`src/sv/gfda_pkg.sv`:
```
// shared types, codes, constants and the cordic angle table
// used by every module of the grid flow direction accumulator
package gfda_pkg;

  localparam int GRID_COLUMNS_DEF = 64;
  localparam int GRID_ROWS_DEF    = 64;
  localparam int FLOW_BITS_DEF    = 14;

  localparam int CELL_COORD_W = 6;
  localparam int CFG_IDX_W    = 3;
  localparam int CFG_DATA_W   = 13;
  localparam int THR_W        = 13;
  localparam int COUNT_W      = 8;
  localparam int TOTAL_W      = 13;
  localparam int RATIO_W      = 8;
  localparam int DIR_W        = 15;
  localparam int FIN_W        = 13;

  localparam int CORDIC_STEPS = 20;
  localparam int ITER_W       = 5;
  localparam int ANGLE_W      = 32;
  localparam logic [ANGLE_W-1:0] QUARTER = 32'd377487360;
  localparam logic [16:0] TURN_UNITS = 17'd23040;
  localparam logic [FIN_W-1:0] FINISHED_MAX = 13'd8191;

  localparam logic [CFG_IDX_W-1:0] CFG_THRESHOLD = 3'd0;
  localparam logic [CFG_IDX_W-1:0] CFG_FINISH    = 3'd1;
  localparam logic [CFG_IDX_W-1:0] CFG_TOTAL     = 3'd2;
  localparam logic [CFG_IDX_W-1:0] CFG_STOP      = 3'd3;
  localparam logic [CFG_IDX_W-1:0] CFG_FORGIVE   = 3'd4;
  localparam logic [CFG_IDX_W-1:0] CFG_ABSENT    = 3'd5;

  localparam logic [THR_W-1:0]   THR_RESET     = 13'd256;
  localparam logic [COUNT_W-1:0] FINISH_RESET  = 8'd30;
  localparam logic [TOTAL_W-1:0] TOTAL_RESET   = 13'd4096;
  localparam logic [RATIO_W-1:0] STOP_RESET    = 8'd230;
  localparam logic [RATIO_W-1:0] FORGIVE_RESET = 8'd128;
  localparam logic [RATIO_W-1:0] ABSENT_RESET  = 8'd26;

  localparam logic CMD_ADD      = 1'b0;
  localparam logic CMD_CLASSIFY = 1'b1;

  typedef enum logic [1:0] {
    CLS_COLLECT, CLS_KNOWN, CLS_UNKNOWN, CLS_NOT_ROAD
  } cell_class_t;

  typedef enum logic [2:0] {
    ST_CLEAR, ST_IDLE, ST_EVAL, ST_CORDIC, ST_FIN, ST_OUT
  } state_t;

  typedef struct packed {
    logic clear_en;
    logic accept;
    logic eval;
    logic cordic_step;
    logic finish;
    logic out_load;
  } ctrl_cmd_t;

  typedef struct packed {
    logic clear_done;
    logic need_dir;
    logic cordic_done;
    logic out_free;
  } dp_status_t;

  // atan(2^-i) in degrees scaled by 2^22
  function automatic logic signed [ANGLE_W-1:0] atan_step(input logic [ITER_W-1:0] i);
    logic signed [ANGLE_W-1:0] v;
    unique case (i)
      5'd0:  v = 32'sd188743680;
      5'd1:  v = 32'sd111421900;
      5'd2:  v = 32'sd58872272;
      5'd3:  v = 32'sd29884485;
      5'd4:  v = 32'sd15000234;
      5'd5:  v = 32'sd7507429;
      5'd6:  v = 32'sd3754631;
      5'd7:  v = 32'sd1877430;
      5'd8:  v = 32'sd938729;
      5'd9:  v = 32'sd469366;
      5'd10: v = 32'sd234683;
      5'd11: v = 32'sd117342;
      5'd12: v = 32'sd58671;
      5'd13: v = 32'sd29335;
      5'd14: v = 32'sd14668;
      5'd15: v = 32'sd7334;
      5'd16: v = 32'sd3667;
      5'd17: v = 32'sd1833;
      5'd18: v = 32'sd917;
      5'd19: v = 32'sd458;
      default: v = 32'sd0;
    endcase
    return v;
  endfunction

endpackage

```
`src/sv/gfda_ctrl.sv`:
```
// controller state machine of the grid flow direction accumulator
// depends on gfda_pkg for state, command and status types
module gfda_ctrl import gfda_pkg::*; (
  input  logic       clk,
  input  logic       rst,
  input  logic       in_valid,
  input  dp_status_t status,
  output ctrl_cmd_t  cmd,
  output logic       in_stall
);

  state_t state, state_next;

  always_ff @(posedge clk) begin
    if (rst) begin
      state <= ST_CLEAR;
    end else begin
      state <= state_next;
    end
  end

  always_comb begin
    state_next = state;
    unique case (state)
      ST_CLEAR:  if (status.clear_done) state_next = ST_IDLE;
      ST_IDLE:   if (in_valid) state_next = ST_EVAL;
      ST_EVAL:   state_next = status.need_dir ? ST_CORDIC : ST_OUT;
      ST_CORDIC: if (status.cordic_done) state_next = ST_FIN;
      ST_FIN:    state_next = ST_OUT;
      ST_OUT:    if (status.out_free) state_next = ST_IDLE;
      default:   state_next = ST_CLEAR;
    endcase
  end

  always_comb begin
    cmd = '0;
    in_stall = 1'b1;
    unique case (state)
      ST_CLEAR:  cmd.clear_en = 1'b1;
      ST_IDLE: begin
        in_stall = 1'b0;
        cmd.accept = in_valid;
      end
      ST_EVAL:   cmd.eval = 1'b1;
      ST_CORDIC: cmd.cordic_step = 1'b1;
      ST_FIN:    cmd.finish = 1'b1;
      ST_OUT:    cmd.out_load = status.out_free;
      default:   cmd = '0;
    endcase
  end

endmodule

```
`config.mk`:
```
export PLATFORM = sky130hd
export DESIGN_NAME = gfda_ctrl
export DESIGN_NICKNAME = d
export VERILOG_FILES = /design/src/sv/gfda_pkg.sv /design/src/sv/gfda_ctrl.sv
export SDC_FILE = /design/constraint.sdc
export NUM_CORES = 1
export LEC_CHECK = 0
export BUFFER_PORTS_ARGS = -buffer_cell sky130_fd_sc_hd__buf_4
export CORE_AREA = 4 4 41 43
export CTS_CLUSTER_DIAMETER = 50
export CTS_CLUSTER_SIZE = 25
export DETAILED_ROUTE_END_ITERATION = 8
export DIE_AREA = 0 0 45 47
export GPL_TIMING_DRIVEN = 1
export PLACE_DENSITY = 0.41
export SKIP_CTS_REPAIR_TIMING = 1
export SYNTH_ARGS = -nofsm -noshare
export SYNTH_HDL_FRONTEND = slang
export SYNTH_SLANG_ARGS = --single-unit
```
`constraint.sdc`:
```
create_clock -name clk -period 2.2 [get_ports clk]
set_clock_uncertainty 0.2 [all_clocks]
set_input_delay 0.44 -clock clk [delete_from_list [all_inputs] [get_ports clk]]
set_output_delay 0.44 -clock clk [all_outputs]
set_load 0.05 [all_outputs]
```
Word level (Yosys, flattened, before mapping):

Cells that the tools add are included.

* input port bits: 7
* output and inout bits: 7
* flip-flop bits (word level): 3
* word-level logic and storage cells: 25

* eq/ne operators: 9
* reduce and logical (&&, ||, !) cells: 2
* mux-type cells: 13

Operators by type and width (number)
* $pmux W3 S6: 1
* $mux W3: 5
* $ne A2 B2 Y1 const B: 4
* $mux W1: 7
* $eq A3 B2 Y1 const B: 2
* $eq A3 B3 Y1 const B: 2
* $reduce_and A4 Y1: 1
* $eq A3 B1 Y1 const B: 1
* $logic_not A3 Y1: 1

Logic depth before layout (Yosys ltp):

Gate-level depths: netlist of run 1.

* depth after elaboration: 3
* gate-level depth with buffers: 4
* mapped depth without buffers: 3

Worst setup path after synthesis of run 1:

No wires, ideal clock.

* path type: reg-to-output
* start point: register state[0]
* end point: output cmd[4] (netlist bit)
* path buffers: 1
* path slack: -357 ps
* data arrival time: 1917 ps
* required time: 1560 ps
* stages on the path, launching flop included: 4
* path through: dfxtp_1 > clkbuf_1 > nand3b_1 > nor2_1

RTL lines
* start: declaration: RTL line gfda_ctrl.sv:12 `state_t state, state_next;`
* start signal: assignment: RTL line gfda_ctrl.sv:18 `state <= state_next;`
* end: declaration: RTL line gfda_ctrl.sv:8 `output ctrl_cmd_t cmd,`

==> results of run 1 <==
==> cell usage in the layout (no fill, tap or decap), drive strengths merged <==
master   netlist  routed
a2111oi        1       1
a211o          1       1
a21oi          3       3
buf            0      13
clkbuf         1       4
dfxtp          3       3
inv            2       2
mux2           2       2
nand2          1       1
nand2b         1       1
nand3b         1       1
nor2           4       4
nor3           3       3
nor3b          1       1
o41ai          1       1
or3b           1       1
==> path summary, 6_finish.rpt <==
| kind | depth (start not counted) | end | start | slack (ns) |
|---|---|---|---|---|
| worst max-delay path | 3 | cmd[4] | state[0] | 0.31 |
| worst min-delay path | 2 | state[0] | rst | 0.20 |
| worst max register to register | 3 | state[0] | state[1] | 0.73 |
| worst min register to register | 1 | state[1] | state[2] | 0.40 |
==> power by group <==
group	switching, W	internal (W)	total, W
registers	0.0000165	0.0000613	0.0000778
logic	0.0000762	0.0000473	0.000123
clock network	0.0000264	0.0000678	0.0000942
==> through the flow <==
step                hold WS (ns)  worst slack [ns]  instances  utilization
global route               0.205             0.215         57        0.278
floorplan                  0.302            -0.144         26            -
CTS                        0.193             0.299         57        0.278
finish                     0.199             0.306         57        0.278
detailed placement         0.405             0.545         53        0.258
global placement           0.394             0.543         53        0.258
==> worst register-to-register path: stages, from the launching register on <==
cell and delay, ns:
dfxtp_1 0.44, mux2_4 0.33, a211o_1 0.31, a21oi_2 0.13
==> per-layer routing <==
metal / up-vias / routed length [um] / GRT usage
met5: - / 0 / 0
met4: 0 / 0 / 0.0351
met3: 0 / 63 / 0.0498
met2: 11 / 252 / 0.105
met1: 104 / 302 / 0.0816
li1: 128 / - / -
==> logic make-up after synthesis <==
family / Yosys count / share of synthesized area
DFF: 3 / 0.279
buffers and inverters: 3 / 0.0523
muxes: 2 / 0.122
AOI/OAI and AO/OA: 6 / 0.238
and+or+nand+nor: 12 / 0.308
==> cell type report <==
cell class	count	area share
flip-flops and latches	3	0.166
repair buffers	13	0.270
clock buffers	4	0.0727
multi-input cells	20	0.419
inverters	2	0.0208
well taps	15	0.0519
==> metrics.md, run 1 <==
| Metric | Value |
|---|---|
| N_diodes | 0 |
| Number of flip-flops in the largest register | 3 |
| Highest cell delay on the worst timing path | roughly 0.54 ns |
| Data arrival time of the critical path | 1.25 ns |
| CTS Buf Count | 3 |
| Port bufs | 13 |
| Site Rows | 13 |
| Final period util | 0.861 |
| Initial Utilization | 0.165 |
| Post-synthesis net count | 33 |
| Number of synthesized register bits | 3 |
| Leakage | 0.160 nW |
| P&R area growth vs syn | 68.0% |
| GPL Wtd Cong | between 0.7 and 0.8 |
| GR Overflow Total | 0 |
| Most used DFF post-synth | dfxtp_1 |
| Synth unique cells | 17 |
| Core Footprint | 1300 um^2 |
| Routed wire length | 619 um |
| Synth top area cells | dfxtp_1 (28%), nor3_1 (7.0%), a2111oi_2 (7.0%), mux2_4 (7.0%), nor2_1 (7.0%) |
| Mapped Avg Cell Area | 8.28 um^2 |
| Critical path class | reg -> out |
| Crit-path cells | nand3b_1 > nor2_2 > buf_4 |
| Area share of the largest cell type after synthesis | 0.279 |
| Drt initial violations | 2 |
| Synth area leader | dfxtp_1 |
| F_max | 0.528 GHz |
| Router iterations before antenna repair | 2 |
| Die W | 45 um |
| Via count | 243 |
| Run status | complete, no violations |
| Largest Register | state |
| Most frequent cell after synthesis | nor2_1 |
| Capturing element type of the critical path | output port |
| Total Routing Usage GR | 0.0726 |
| Largest net degree at the start of global routing | 13 |
| Number of H-tree levels | 1 |
| Post-DR vias/cell | 4.26 |
| Slew Limit Fails | 0 |
| Crit-path leading delay family | flip-flops |
| Bufs on Longest Clock Path | 2 |
| Layout cells sized above 1 | 0.524 |
| Crit path buffers/inverters | 1 |
| Fin crit period | ~1.9 ns |
| Combined area of the multi-input logic cells | around 150 um^2 |
| Final TNS setup | 0 ns |
| Critical-path top delay cell | dfxtp_1 |
| CP Max Fanout | 12 |
| Later-pin clock latency in the skew report | approximately 0.23 ns |
| Number of global-route vias before repair | between 200 and 300 |
| I/O pin count | 14 |
| Total power | between 0.0002 and 0.0003 W |
| Final Hold Viols | 0 |
| Most frequent cells after synthesis | nor2_1 (4), dfxtp_1 (3), nor3_1 (3), a21oi_1 (2), inv_1 (2) |
| DRC viols | 0 |
| Clock transition at path regs | 0.04 ns |
| Number of fill cells | 168 |
| Die H | 47 um |
| Regs by FF count | state x3 |
| Routed Antenna Nets | 0 |
| Initial antenna violation count | 0 |
| Detailed-placement wirelength estimate | 498 um |
| Max IR drop VDD | 0.000376 V |
| Worst hold path type | in -> reg |
| CTS tree | done |
| Slew headroom | 0.742 |
| First-pass GRT wire length | ~1100 um |
| YS warnings | 0 |
| Post-Syn Instances | 26 |
| Die Area | 2120 um^2 |
| Ys async rst share | 0 |
| Max Cap Viol | 0 |
| Kind of start point of the critical path | register |
| Required time worst endpoint | ~1.6 ns |
| Post-DR wirelength/cell | between 10 and 15 um |
| Post-Syn Area | 215 um^2 |
| Final Setup Violations | 0 |
| Worst-margin pin slew | 0.387 ns |
| Post-synth EDFFs | 0 |
| Part of the Yosys area used for sequential elements | 0.279 |
| Design area | 362 um^2 |
| CTS Sinks | 3 |
| Power per cell area | 817 nW/um^2 |
| CTS Root Cell | clkbuf_4 |
| Sequential cell area | 60.1 um^2 |
| RSZ-0062 raised after global routing | no |
| Final Net Count | 50 |
| Placement Cell Area | between 300 and 400 um^2 |
(Power assumes the default switching activity.)
==> run 2: changes to the inputs <==
==> constraint.sdc (replaced) <==
create_clock -name clk -period 2.2 [get_ports clk]
set_clock_uncertainty 0.2 [all_clocks]
set_input_delay 0.22 -clock clk [delete_from_list [all_inputs] [get_ports clk]]
set_output_delay 0.22 -clock clk [all_outputs]
set_load 0.05 [all_outputs]
==> metrics.md, run 2 (synthesis results as in run 1) <==
| Metric | Value |
|---|---|
| Run status | complete, no violations |
| Total Routing Usage GR | 0.0788 (+0.00619) |
| Fin crit period | 1.69 ns (-0.207 ns) |
| CTS Buf Count | 3 (unchanged) |
| N_diodes | 0 (unchanged) |
| Leakage | 0.164 nW (+2.6%) |
| Number of fill cells | 157 (-6.5%) |
| Max Cap Viol | 0 (unchanged) |
| Final TNS setup | 0 ns (unchanged) |
| CTS Root Cell | clkbuf_4 |
| Site Rows | 13 (unchanged) |
| RSZ-0062 raised after global routing | no |
| Regs by FF count | state x3 |
| Initial antenna violation count | 0 (unchanged) |
| Detailed-placement wirelength estimate | 520 um (+4.4%) |
| Number of global-route vias before repair | 254 (+0.40%) |
| Capturing element type of the critical path | output port |
| Required time worst endpoint | 1.78 ns (+0.22 ns) |
| GPL Wtd Cong | 0.675 (-4.2%) |
| Port bufs | 13 (unchanged) |
| Die Area | 2120 um^2 (unchanged) |
| Die W | 45 um (unchanged) |
| CTS tree | done |
| Via count | 252 (+3.7%) |
| Commonest non-fill, non-tap cell in the layout | buf_4 |
| Post-DR wirelength/cell | 11.4 um (+4.9%) |
| Final Net Count | 51 (+2.0%) |
| CP Max Fanout | 12 (unchanged) |
| Clock transition at path regs | 0.04 ns (about the same) |
| Number of H-tree levels | 1 (unchanged) |
| Most frequent cells in the layout | buf_4 (13), nor3_1 (3), nor2_1 (3), clkbuf_4 (3), dfxtp_1 (3) |
| Sequential cell area | 60.1 um^2 (unchanged) |
| Number of flip-flops in the largest register | 3 (unchanged) |
| Total power | 0.000300 W (+1.5%) |
| Routed wire length | 661 um (+6.8%) |
| First-pass GRT wire length | 1120 um (+4.5%) |
| Slew Limit Fails | 0 (unchanged) |
| GR Overflow Total | 0 (unchanged) |
| Initial Utilization | 0.165 (unchanged) |
| Max IR drop VDD | 0.000310 V (-18%) |
| Router iterations before antenna repair | 2 (unchanged) |
| Fin Hold WS | 0.130 ns (-0.0692 ns) |
| Slew headroom | 0.736 (-0.00610) |
| F_max | 0.593 GHz (+12%) |
| Post-DR vias/cell | 4.34 (+1.9%) |
| Later-pin clock latency in the skew report | 0.23 ns (about the same) |
| Data arrival time of the critical path | 1.27 ns (+0.02 ns) |
| Kind of start point of the critical path | register |
| Bufs on Longest Clock Path | 2 (unchanged) |
| Largest Register | state |
| Final Hold Viols | 0 (unchanged) |
| Core Footprint | 1300 um^2 (unchanged) |
| Largest net degree at the start of global routing | 13 (unchanged) |
| Die H | 47 um (unchanged) |
| Layout cells sized above 1 | 0.512 (-0.0122) |
| Routed Antenna Nets | 0 (unchanged) |
| Combined area of the multi-input logic cells | 151 um^2 (unchanged) |
| CTS Sinks | 3 (unchanged) |
| Power per cell area | 807 nW/um^2 (-1.2%) |
| Final Setup Violations | 0 (unchanged) |
| Worst hold path type | in -> reg |
| P&R area growth vs syn | 72.7% |
| Worst-margin pin slew | 0.396 ns (+0.00913 ns) |
| DRC viols | 0 (unchanged) |
| Drt initial violations | 1 (-1) |
| Critical path class | reg -> out |
| I/O pin count | 14 (unchanged) |
| Final period util | 0.767 (-0.0941) |
-- run 2: layout make-up --
| class | count | area share |
|---|---|---|
| Clock buffer | 4 | 0.0707 |
| Inverter | 2 | 0.0202 |
| Multi-Input combinational cell | 20 | 0.407 |
| Sequential cell | 3 | 0.162 |
| Tap cell | 15 | 0.0505 |
| Timing Repair Buffer | 14 | 0.290 |
-- run 2: worst max-delay path: stages (launching register included) --
cell and delay (ns):
dfxtp_1 0.55, nand3b_1 0.18, nor2_2 0.10, buf_4 0.20
-- run 2: layer usage --
layer / share of wire / routed length (um) / GRT usage
met1: 0.44 / 292 / 0.0835
met3: 0.11 / 73 / 0.0307
met2: 0.43 / 286 / 0.113
met5: 0 / 0 / 0
met4: 0.014 / 9 / 0.0877
-- run 2: worst paths after layout --
kind,from,endpoint,slack [ns],cells past startpoint
worst min-delay path,status[1],state[1],0.13,3
worst min register to register,state[2],state[1],0.40,1
worst max register to register,state[1],state[1],0.74,2
worst max-delay path,state[0],cmd[4],0.51,3
-- run 2: stage by stage --
| step | setup slack (ns) | std cells | instance area [um^2] | utilization |
|---|---|---|---|---|
| finish | 0.513 | 58 | 372 | 0.286 |
| global route | 0.395 | 58 | 372 | 0.286 |
| CTS | 0.486 | 57 | 362 | 0.278 |
| detailed placement | 0.738 | 53 | 335 | 0.258 |
| global placement | 0.778 | 53 | 335 | 0.258 |
| floorplan | 0.0762 | 26 | 223 | - |
-- run 2: power breakdown --
group	internal (W)	leakage, nW	switching [W]
Clock	0.0000680	0.0150	0.0000284
Sequential	0.0000612	0.0247	0.0000165
Combinational	0.0000484	0.124	0.0000774
Total	0.000178	0.164	0.000122
==> run 3: changes to the inputs <==
Settings changed: ABC_AREA set to 1, PLACE_DENSITY 0.41 to 0.51.
Clock period 2.2 ns to 1.6 ns, I/O delays scaled along.
==> metrics.md, run 3 <==
| Metric | Value |
|---|---|
| Core Footprint | 1300 um^2 (unchanged) |
| P&R area growth vs syn | 54.2% |
| Fin Hold WS | -0.0260 ns (-0.156 ns) |
| N_diodes | 0 (unchanged) |
| Commonest non-fill, non-tap cell in the layout | buf_4 |
| Post-DR vias/cell | 4.37 (+0.48%) |
| Worst hold path type | in -> reg |
| I/O pin count | 14 (unchanged) |
| DRC viols | 0 (unchanged) |
| Final Hold Viols | 3 (+3) |
| Most frequent cell after synthesis | nand2_1 |
| Data arrival time of the critical path | 1.18 ns (-0.09 ns) |
| Most used DFF post-synth | dfxtp_1 |
| Most frequent cells in the layout | buf_4 (14), nand2_1 (7), inv_1 (6) |
| First-pass GRT wire length | 1220 um (+9.3%) |
| GR Overflow Total | 0 (unchanged) |
| Router iterations before antenna repair | 2 (unchanged) |
| Number of fill cells | 153 (-2.5%) |
| CTS Root Cell | clkbuf_4 |
| Critical path class | reg -> out |
| Power per cell area | 2020 nW/um^2 (+150%) |
| Setup WS pre-CTS | 0.134 ns (-0.604 ns) |
| Crit path buffers/inverters | 2 (+1) |
| Max IR drop VDD | 0.000613 V (+98%) |
| CTS Buf Count | 3 (unchanged) |
| Die W | 45 um (unchanged) |
| Combined area of the multi-input logic cells | 240 um^2 (+59%) |
| Crit-path leading delay family | flip-flops |
| Run status | finished, violations left |
| Die H | 47 um (unchanged) |
| Sequential cell area | 66.3 um^2 (+10%) |
| Most frequent cells after synthesis | nand2_1 (8), inv_1 (7), nor2_1 (6), nor2_2 (4) |
| Slew headroom | 0.829 (+0.0931) |
| Kind of start point of the critical path | register |
| Largest net degree at the start of global routing | 9 (-4) |
| Synth unique cells | 19 (+2) |
| Die Area | 2120 um^2 (unchanged) |
| Clock transition at path regs | 0.05 ns (about the same) |
| Number of flip-flops in the largest register | 3 (unchanged) |
| Setup slack after layout | 0.0600 ns (-0.453 ns) |
| Highest cell delay on the worst timing path | 0.39 ns (-0.16 ns) |
| Placement Cell Area | 455 um^2 (+36%) |
| Routed wire length | 750 um (+13%) |
| Synth area leader | dfxtp_1 |
| Required time worst endpoint | 1.24 ns (-0.54 ns) |
| Post-synthesis net count | 57 (+73%) |
| Ys async rst share | 0 (unchanged) |
| Post-Route Utilization | 0.402 (+0.116) |
| Site Rows | 13 (unchanged) |
| Capturing element type of the critical path | output port |
| Layout cells sized above 1 | 0.687 (+0.175) |
| Worst-margin pin slew | 0.257 ns (-0.139 ns) |
| Via count | 358 (+42%) |
| YS warnings | 0 (unchanged) |
| Later-pin clock latency in the skew report | 0.25 ns (+0.02 ns) |
| Reg-to-reg slack, setup | 0.21 ns (-0.53 ns) |
| Number of global-route vias before repair | 316 (+24%) |
| Post-Syn Instances | 50 (+92%) |
| Number of synthesized register bits | 3 (unchanged) |
| Critical-path top delay cell | dfxtp_2 |
| CTS Sinks | 3 (unchanged) |
| Routed Antenna Nets | 0 (unchanged) |
| Detailed-placement wirelength estimate | 582 um (+12%) |
| GPL Wtd Cong | 0.738 (+9.2%) |
| Failing checks | negative hold slack |
| Post-DR wirelength/cell | 9.15 um (-20%) |
| Bufs on Longest Clock Path | 2 (unchanged) |
| Area share of the largest cell type after synthesis | 0.177 (-0.102) |
| Number of H-tree levels | 1 (unchanged) |
| Drt initial violations | 1 (unchanged) |
| Initial Utilization | 0.261 (+0.0952) |
| Slew Limit Fails | 0 (unchanged) |
| Max Cap Viol | 0 (unchanged) |
| Crit-path most repeated cell | buf_4 |
| Regs by FF count | state x3 |
| Part of the Yosys area used for sequential elements | 0.177 (-0.102) |
| Synth top area cells | dfxtp_1 (18%), buf_6 (10%), nand2_1 (8.9%), inv_1 (7.7%), nor2_2 (7.4%) |
| Mapped Avg Cell Area | 6.78 um^2 (-18%) |
| Largest Register | state |
| Leakage | 0.266 nW (+62%) |
| CP Max Fanout | 6 (-6) |
| Final Setup Violations | 0 (unchanged) |
| Fin crit period | 1.54 ns |
| CTS tree | done |
| Crit-path cells | buf_4 > nand2_4 > nor2_4 > buf_4 |
| Design area | 523 um^2 (+41%) |
| Final Net Count | 75 (+47%) |
| Port bufs | 13 (unchanged) |
| Post-Syn Area | 339 um^2 (+58%) |
| Final period util | 0.963 |
| Initial antenna violation count | 0 (unchanged) |
| Total Routing Usage GR | 0.0804 (+0.00164) |
| Post-synth EDFFs | 0 (unchanged) |
| F_max | 0.649 GHz |
-- run 3: cell count changes after synthesis, sizes merged, moves of 2 or more --
cell / change
nand2: +11
inv: +8
nor2: +8
nand3: +2
mux2: -2
buf: +3
-- run 3: worst reg2reg max path: stages (launching register included) --
cell	delay [ns]
dfxtp_2	0.39
buf_4	0.17
nand2_4	0.05
nor2_4	0.11
nand2_2	0.06
nand2_2	0.07
nor2_4	0.05
nor2_1	0.11
nor2_2	0.05
-- run 3: power by group --
| group | switching, W | leakage [nW] | internal, W |
|---|---|---|---|
| Combinational | 0.000467 | 0.224 | 0.000262 |
| Clock | 0.0000479 | 0.0150 | 0.0000940 |
| Sequential | 0.0000718 | 0.0261 | 0.000113 |
| Total | 0.000587 | 0.266 | 0.000469 |
-- run 3: final timing paths --
check / from / end / cells past startpoint
worst max-delay path: state[0] / cmd[2] / 4
worst min-delay path: rst / state[2] / 4
worst max register to register: state[0] / state[1] / 8
worst min register to register: state[2] / state[2] / 2
-- run 3: final cells by class --
cell class	count	area share
flip-flops and latches	3	0.127
inverters	10	0.0766
clock buffers	4	0.0502
multi-input cells	34	0.459
well taps	15	0.0359
repair buffers	16	0.251
-- run 3: metal layers --
metal  track usage  share of wire  routed length, um  vias up
li1              -              -                  -      188
met1        0.0995           0.43                325      157
met2         0.121           0.49                367       13
met3        0.0345          0.076                 57        0
met4        0.0351              0                  0        0
met5             0              0                  0        -
-- run 3: kinds of logic (layout without fill, tap and decap cells) --
logic type | count (synthesis) | after routing | share of synthesized area
buf+inv | 13 | 30 | 0.218
flops | 3 | 3 | 0.177
compound gates | 3 | 3 | 0.0664
simple gates | 31 | 31 | 0.539
-- run 3: per-stage QoR --
stage          setup TNS (ns)  power (W)  instances
3_5_place_dp                0   0.000847         77
3_3_place_gp                0   0.000846         77
2_1_floorplan          -0.360   0.000733         50
4_1_cts                -0.353   0.000992         81
6_report                    0    0.00106         82
5_1_grt              -0.00133    0.00113         82
